[config.mk]
export PLATFORM = sky130hd
export DESIGN_NAME = bdq_stats
export DESIGN_NICKNAME = d
export VERILOG_FILES = /design/src/rtl/core/bdq_pkg.sv /design/src/rtl/core/bdq_stats.sv
export SDC_FILE = /design/constraint.sdc
export NUM_CORES = 1
export LEC_CHECK = 0
export BUFFER_PORTS_ARGS = -buffer_cell sky130_fd_sc_hd__buf_2
export CAP_MARGIN = 20
export CELL_PAD_IN_SITES_DETAIL_PLACEMENT = 1
export CELL_PAD_IN_SITES_GLOBAL_PLACEMENT = 1
export CORE_MARGIN = 5
export CORE_UTILIZATION = 35
export CTS_CLUSTER_SIZE = 10
export DETAILED_ROUTE_END_ITERATION = 8
export PLACE_DENSITY_LB_ADDON = 0.1
export SYNTH_ARGS = -nofsm -noshare
export SYNTH_HDL_FRONTEND = slang
export SYNTH_SLANG_ARGS = --single-unit
[constraint.sdc]
create_clock -name clk -period 3 [get_ports clk]
set_input_delay 0.15 -clock clk [delete_from_list [all_inputs] [get_ports clk]]
set_output_delay 0.15 -clock clk [all_outputs]
set_load 0.02 [all_outputs]
[src/rtl/core/bdq_pkg.sv]
// bdq_pkg: shared types and codes for the bounded deque block
// beat payload structs, operation and status codes, sequencer states
// no dependencies
package bdq_pkg;

  localparam logic [2:0] FN_PUSH_FRONT = 3'd0;
  localparam logic [2:0] FN_PUSH_BACK  = 3'd1;
  localparam logic [2:0] FN_POP_FRONT  = 3'd2;
  localparam logic [2:0] FN_POP_BACK   = 3'd3;
  localparam logic [2:0] FN_CLEAR      = 3'd4;
  localparam logic [2:0] FN_QUERY      = 3'd5;

  localparam logic [1:0] ST_DONE  = 2'd0;
  localparam logic [1:0] ST_EMPTY = 2'd1;
  localparam logic [1:0] ST_FULL  = 2'd2;

  typedef struct packed {
    logic        [2:0]  func;
    logic signed [31:0] key;
  } bdq_in_t;

  typedef struct packed {
    logic        [1:0]  status;
    logic        [8:0]  entry_count;
    logic signed [31:0] total_sum;
    logic        [8:0]  match_count;
    logic signed [31:0] max_value;
    logic               max_valid;
  } bdq_out_t;

  typedef struct packed {
    logic               clr;
    logic               vld;
    logic signed [31:0] key;
  } bdq_scan_t;

  typedef enum logic [2:0] {
    S_IDLE,
    S_EXEC,
    S_POP,
    S_SCAN,
    S_DRAIN,
    S_QOUT
  } bdq_state_t;

endpackage

[src/rtl/core/bdq_stats.sv]
// bdq_stats: match counter and running maximum for the query walk
// takes one stored entry per cycle, while scan.vld is set, from the entry memory read port
// depends on bdq_pkg
module bdq_stats #(
  parameter int CNT_W = 9
) (
  input  logic                    clk,
  input  logic                    rst_n,
  input  bdq_pkg::bdq_scan_t      scan,
  input  logic             [31:0] rd_data,
  output logic        [CNT_W-1:0] match_cnt,
  output logic signed      [31:0] max_val,
  output logic                    max_ok
);
  import bdq_pkg::*;

  logic        [CNT_W-1:0] match_r, match_nxt;
  logic signed [31:0]      max_r, max_nxt;
  logic                    max_ok_r, max_ok_nxt;

  always_comb begin
    match_nxt  = match_r;
    max_nxt    = max_r;
    max_ok_nxt = max_ok_r;
    if (scan.clr) begin
      match_nxt  = '0;
      max_nxt    = '0;
      max_ok_nxt = 1'b0;
    end else if (scan.vld) begin
      if (rd_data == scan.key) begin
        match_nxt = match_r + CNT_W'(1);
      end
      if (!max_ok_r || ($signed(rd_data) > max_r)) begin
        max_nxt    = $signed(rd_data);
        max_ok_nxt = 1'b1;
      end
    end
  end

  always_ff @(posedge clk) begin
    if (!rst_n) begin
      match_r  <= '0;
      max_r    <= '0;
      max_ok_r <= 1'b0;
    end else begin
      match_r  <= match_nxt;
      max_r    <= max_nxt;
      max_ok_r <= max_ok_nxt;
    end
  end

  assign match_cnt = match_r;
  assign max_val   = max_r;
  assign max_ok    = max_ok_r;

endmodule

==> impl_results.rst <==
.. list-table::
   :header-rows: 1

   * - Metric
     - Value
   * - TritonCTS clock tree
     - yes
   * - Synth Net Count
     - 459
   * - Clock latency reported for the late side of the worst-skew pair
     - 310 ps
   * - Largest vdd supply drop
     - 185 uV
   * - Period minus WS final
     - 2760 ps
   * - Final std cell area, no fill
     - 3620 sq um
   * - Number of distinct library cells after synthesis
     - 34
   * - Total power of the final layout
     - 1.34 mW
   * - Number of buffers created by CTS
     - 5
   * - Hold Slack
     - 115 ps
   * - Floorplan die area
     - 10100 sq um
   * - Filler-free cell count of the finished design
     - 568
   * - Starting Density
     - 0.354
   * - Initial antenna violation count
     - 0
   * - Number of H-tree levels
     - 2
   * - Tightest Hold Check Type
     - in -> reg
   * - Mapped Cells
     - 358
   * - Setup Skew
     - 9.66 ps
   * - Number of cells traversed by the worst hold path
     - 3
   * - Clock Tree Buf Depth
     - 2
   * - Clock root buffer
     - sky130_fd_sc_hd__clkbuf_8
   * - Measured slew at the worst slew-check pin
     - 751 ps
   * - Total vias in the final route
     - 2926
   * - Wire length per cell after detailed routing
     - 16.0 microns
   * - Global-route wire length before repair
     - 14600 microns
   * - Critical path arrival
     - 3010 ps
   * - Floorplan die width
     - 101 microns
   * - Footprint of the multi-input gates
     - 1830 sq um
   * - Total number of yosys warnings
     - 0
   * - Buffers inserted during post-CTS setup optimization
     - 0
   * - Detail-routed via count per cell
     - 5.15
   * - Synth area leaders
     - sky130_fd_sc_hd__dfxtp_1 29%, sky130_fd_sc_hd__ha_1 14%, sky130_fd_sc_hd__xor2_1 9.4%
   * - Count of clock tree sinks
     - 42
   * - Global route overflow
     - 0
   * - Class of the most critical setup path
     - reg -> reg
   * - Number of nets in the finished design
     - 563
   * - Number of slew-limit violations in the final report
     - 0
   * - Via count of the first global-routing pass
     - 3068
   * - Maximum number of pins on one net before global-route repair
     - 41
   * - Drt drc
     - 0
   * - Count of input and output buffers
     - 109
   * - Endpoint type of the worst setup path
     - flop
   * - Areal power density over the cells
     - 370 nW/um^2
   * - Core Box Area
     - 8130 sq um
   * - Post-CTS Hold Buffers
     - 0
   * - Post-route core utilization
     - 0.445
   * - Result of the run
     - completed
   * - Crit path launch type
     - flop
   * - Peak fanout along the critical path
     - 34
   * - Die height
     - 101 microns
   * - Global router's overall resource usage
     - 0.180
   * - Max-Slew Margin vs Limit
     - 0.498
   * - Number of inserted filler cells in the final layout
     - 1050
   * - Post-synth top area share
     - 0.292
   * - Cell Area, Placed
     - 3520 sq um
   * - Diodes inserted
     - 0
   * - Fin crit share
     - 0.921
   * - Setup slack of the most critical reg-to-reg path
     - 240 ps
   * - Required time of the critical path
     - 3250 ps
   * - Dominant cell type by area after synthesis
     - sky130_fd_sc_hd__dfxtp_1
   * - Cell Rows
     - 33
   * - Register bit count reported by yosys
     - 42
   * - Final Worst Setup Slack
     - 238 ps
   * - Clock-pin slew reported for the worst setup and hold paths after clock tree synthesis
     - 100 ps
   * - Place WS
     - 251 ps
   * - Iteration-0 DRC Markers
     - 69
   * - Reg area
     - 841 sq um
   * - Pre-Repair DR Iteration Count
     - 4
   * - Number of violations of the max-capacitance limit
     - 0
   * - Highest Clock Rate
     - 362 MHz
   * - DRT antenna net count
     - 0
   * - Cell Count Post-Placement
     - 560
   * - Final Setup Violations
     - 0
   * - HPWL after detailed placement
     - 7280 microns
   * - Sequential area share after synthesis
     - 0.292
   * - Leakage Power
     - 1.58 nW
   * - Cell area after synthesis
     - 2880 sq um
   * - Unrepaired setup endpoints after global routing
     - false
   * - Setup TNS after final layout
     - 0 ps
   * - Number of cells on the worst reg-to-reg path
     - 9
   * - Number of hold-slack violations in the final timing report
     - 0
   * - Post-synthesis to final-layout area growth
     - 25.6%
   * - Average footprint of a synthesized cell
     - 8.05 sq um
   * - Number of placed I/O pins
     - 110
   * - Final wirelength
     - 9070 microns
   * - GP Congestion
     - 0.772
   * - Fraction of final layout cells with drive strength greater than 1
     - 0.274
critical path, cell delays in order, from the launching register on:
cell and delay, ps:
sky130_fd_sc_hd__dfxtp_1 360, sky130_fd_sc_hd__inv_1 70, sky130_fd_sc_hd__ha_1 320, sky130_fd_sc_hd__nand4_1 180, sky130_fd_sc_hd__or4_1 590, sky130_fd_sc_hd__o21ai_2 200, sky130_fd_sc_hd__and4b_1 230, sky130_fd_sc_hd__buf_4 230
sky130_fd_sc_hd__or3_1 380, sky130_fd_sc_hd__a21oi_1 140
layout by cell type (no fill, tap or decap), types with 4 or more instances in the layout:
| cell | count |
|---|---|
| sky130_fd_sc_hd__o211ai_1 | 4 |
| sky130_fd_sc_hd__nand2_1 | 18 |
| sky130_fd_sc_hd__dfxtp_1 | 42 |
| sky130_fd_sc_hd__nand3_1 | 6 |
| sky130_fd_sc_hd__a21oi_1 | 46 |
| sky130_fd_sc_hd__nor2_1 | 8 |
| sky130_fd_sc_hd__or3_1 | 31 |
| sky130_fd_sc_hd__nor4_1 | 9 |
| sky130_fd_sc_hd__nand4_1 | 11 |
| sky130_fd_sc_hd__inv_1 | 35 |
| sky130_fd_sc_hd__buf_2 | 109 |
| sky130_fd_sc_hd__buf_4 | 6 |
| sky130_fd_sc_hd__clkbuf_8 | 5 |
| sky130_fd_sc_hd__xor2_1 | 31 |
| sky130_fd_sc_hd__or4_1 | 4 |
| sky130_fd_sc_hd__ha_1 | 33 |
| sky130_fd_sc_hd__o21ai_0 | 34 |
kinds of logic (layout without fill, tap and decap cells):
| logic type | count (synthesis) | after routing | synth area share |
|---|---|---|---|
| simple gates | 97 | 97 | 0.188 |
| compound gates | 96 | 96 | 0.184 |
| buf+inv | 53 | 158 | 0.0795 |
| flops | 42 | 42 | 0.292 |
| xor+xnor | 34 | 34 | 0.103 |
| fa+ha+maj | 33 | 33 | 0.143 |
| mux | 3 | 3 | 0.0104 |
cells in the mapped netlist:
| library cell | n |
|---|---|
| sky130_fd_sc_hd__o32ai_2 | 1 |
| sky130_fd_sc_hd__nor2_1 | 8 |
| sky130_fd_sc_hd__buf_6 | 4 |
| sky130_fd_sc_hd__o31ai_1 | 1 |
| sky130_fd_sc_hd__or3_1 | 31 |
| sky130_fd_sc_hd__o21a_1 | 1 |
| sky130_fd_sc_hd__dfxtp_1 | 42 |
| sky130_fd_sc_hd__clkbuf_1 | 13 |
| sky130_fd_sc_hd__nor2b_1 | 2 |
| sky130_fd_sc_hd__buf_1 | 1 |
| sky130_fd_sc_hd__nor3_1 | 2 |
| sky130_fd_sc_hd__a21o_1 | 2 |
| sky130_fd_sc_hd__a21oi_1 | 46 |
| sky130_fd_sc_hd__nand2b_1 | 3 |
| sky130_fd_sc_hd__inv_1 | 35 |
| sky130_fd_sc_hd__o21ai_0 | 34 |
| sky130_fd_sc_hd__xor2_1 | 31 |
| sky130_fd_sc_hd__o21ai_1 | 1 |
| sky130_fd_sc_hd__or4_1 | 4 |
| sky130_fd_sc_hd__a211o_1 | 1 |
| sky130_fd_sc_hd__nand3_1 | 6 |
| sky130_fd_sc_hd__nor4_1 | 10 |
| sky130_fd_sc_hd__a211oi_1 | 2 |
| sky130_fd_sc_hd__and4b_1 | 1 |
| sky130_fd_sc_hd__nand4_1 | 11 |
| sky130_fd_sc_hd__mux2i_1 | 3 |
| sky130_fd_sc_hd__ha_1 | 33 |
| sky130_fd_sc_hd__a2111oi_0 | 1 |
| sky130_fd_sc_hd__o21bai_1 | 1 |
| sky130_fd_sc_hd__and2_1 | 1 |
| sky130_fd_sc_hd__o211ai_1 | 4 |
| sky130_fd_sc_hd__nand2_1 | 18 |
| sky130_fd_sc_hd__xnor2_1 | 3 |
| sky130_fd_sc_hd__a31o_2 | 1 |
flip-flops by register name, indices dropped and copies added, names as in the netlist:
signal and count:
match_cnt 9, max_val 32, max_ok 1
per-layer routing:
metal | wire length (microns) | track usage
met1 | 4060 | 0.228
met2 | 4450 | 0.316
met3 | 487 | 0.0339
met4 | 74 | 0.0373
met5 | 0 | 0
worst paths after layout:
check | start | endpoint
setup / recovery | max_val[14] | max_val[10]
hold / removal | scan[32] | max_ok
setup reg to reg | max_val[14] | max_val[10]
hold reg to reg | match_cnt[8] | match_cnt[8]
power breakdown:
group	internal, mW	total (mW)	switching [mW]
registers	0.577	0.587	0.0101
logic	0.138	0.348	0.210
clock network	0.167	0.405	0.238
final cells by class:
class	instances	area share
Sequential cell	42	0.232
Clock inverter	3	0.00657
Multi-Input combinational cell	263	0.506
Clock buffer	5	0.0190
Tap cell	105	0.0363
Inverter	35	0.0363
Timing Repair Buffer	115	0.163
repair_timing:
action / 4_1_cts / 5_1_grt
gates resized for setup: 0 / 2
endpoints found under the setup margin: 0 / 7
endpoints found under the hold margin: 0 / 0
Power figures use the tool's default switching activity.
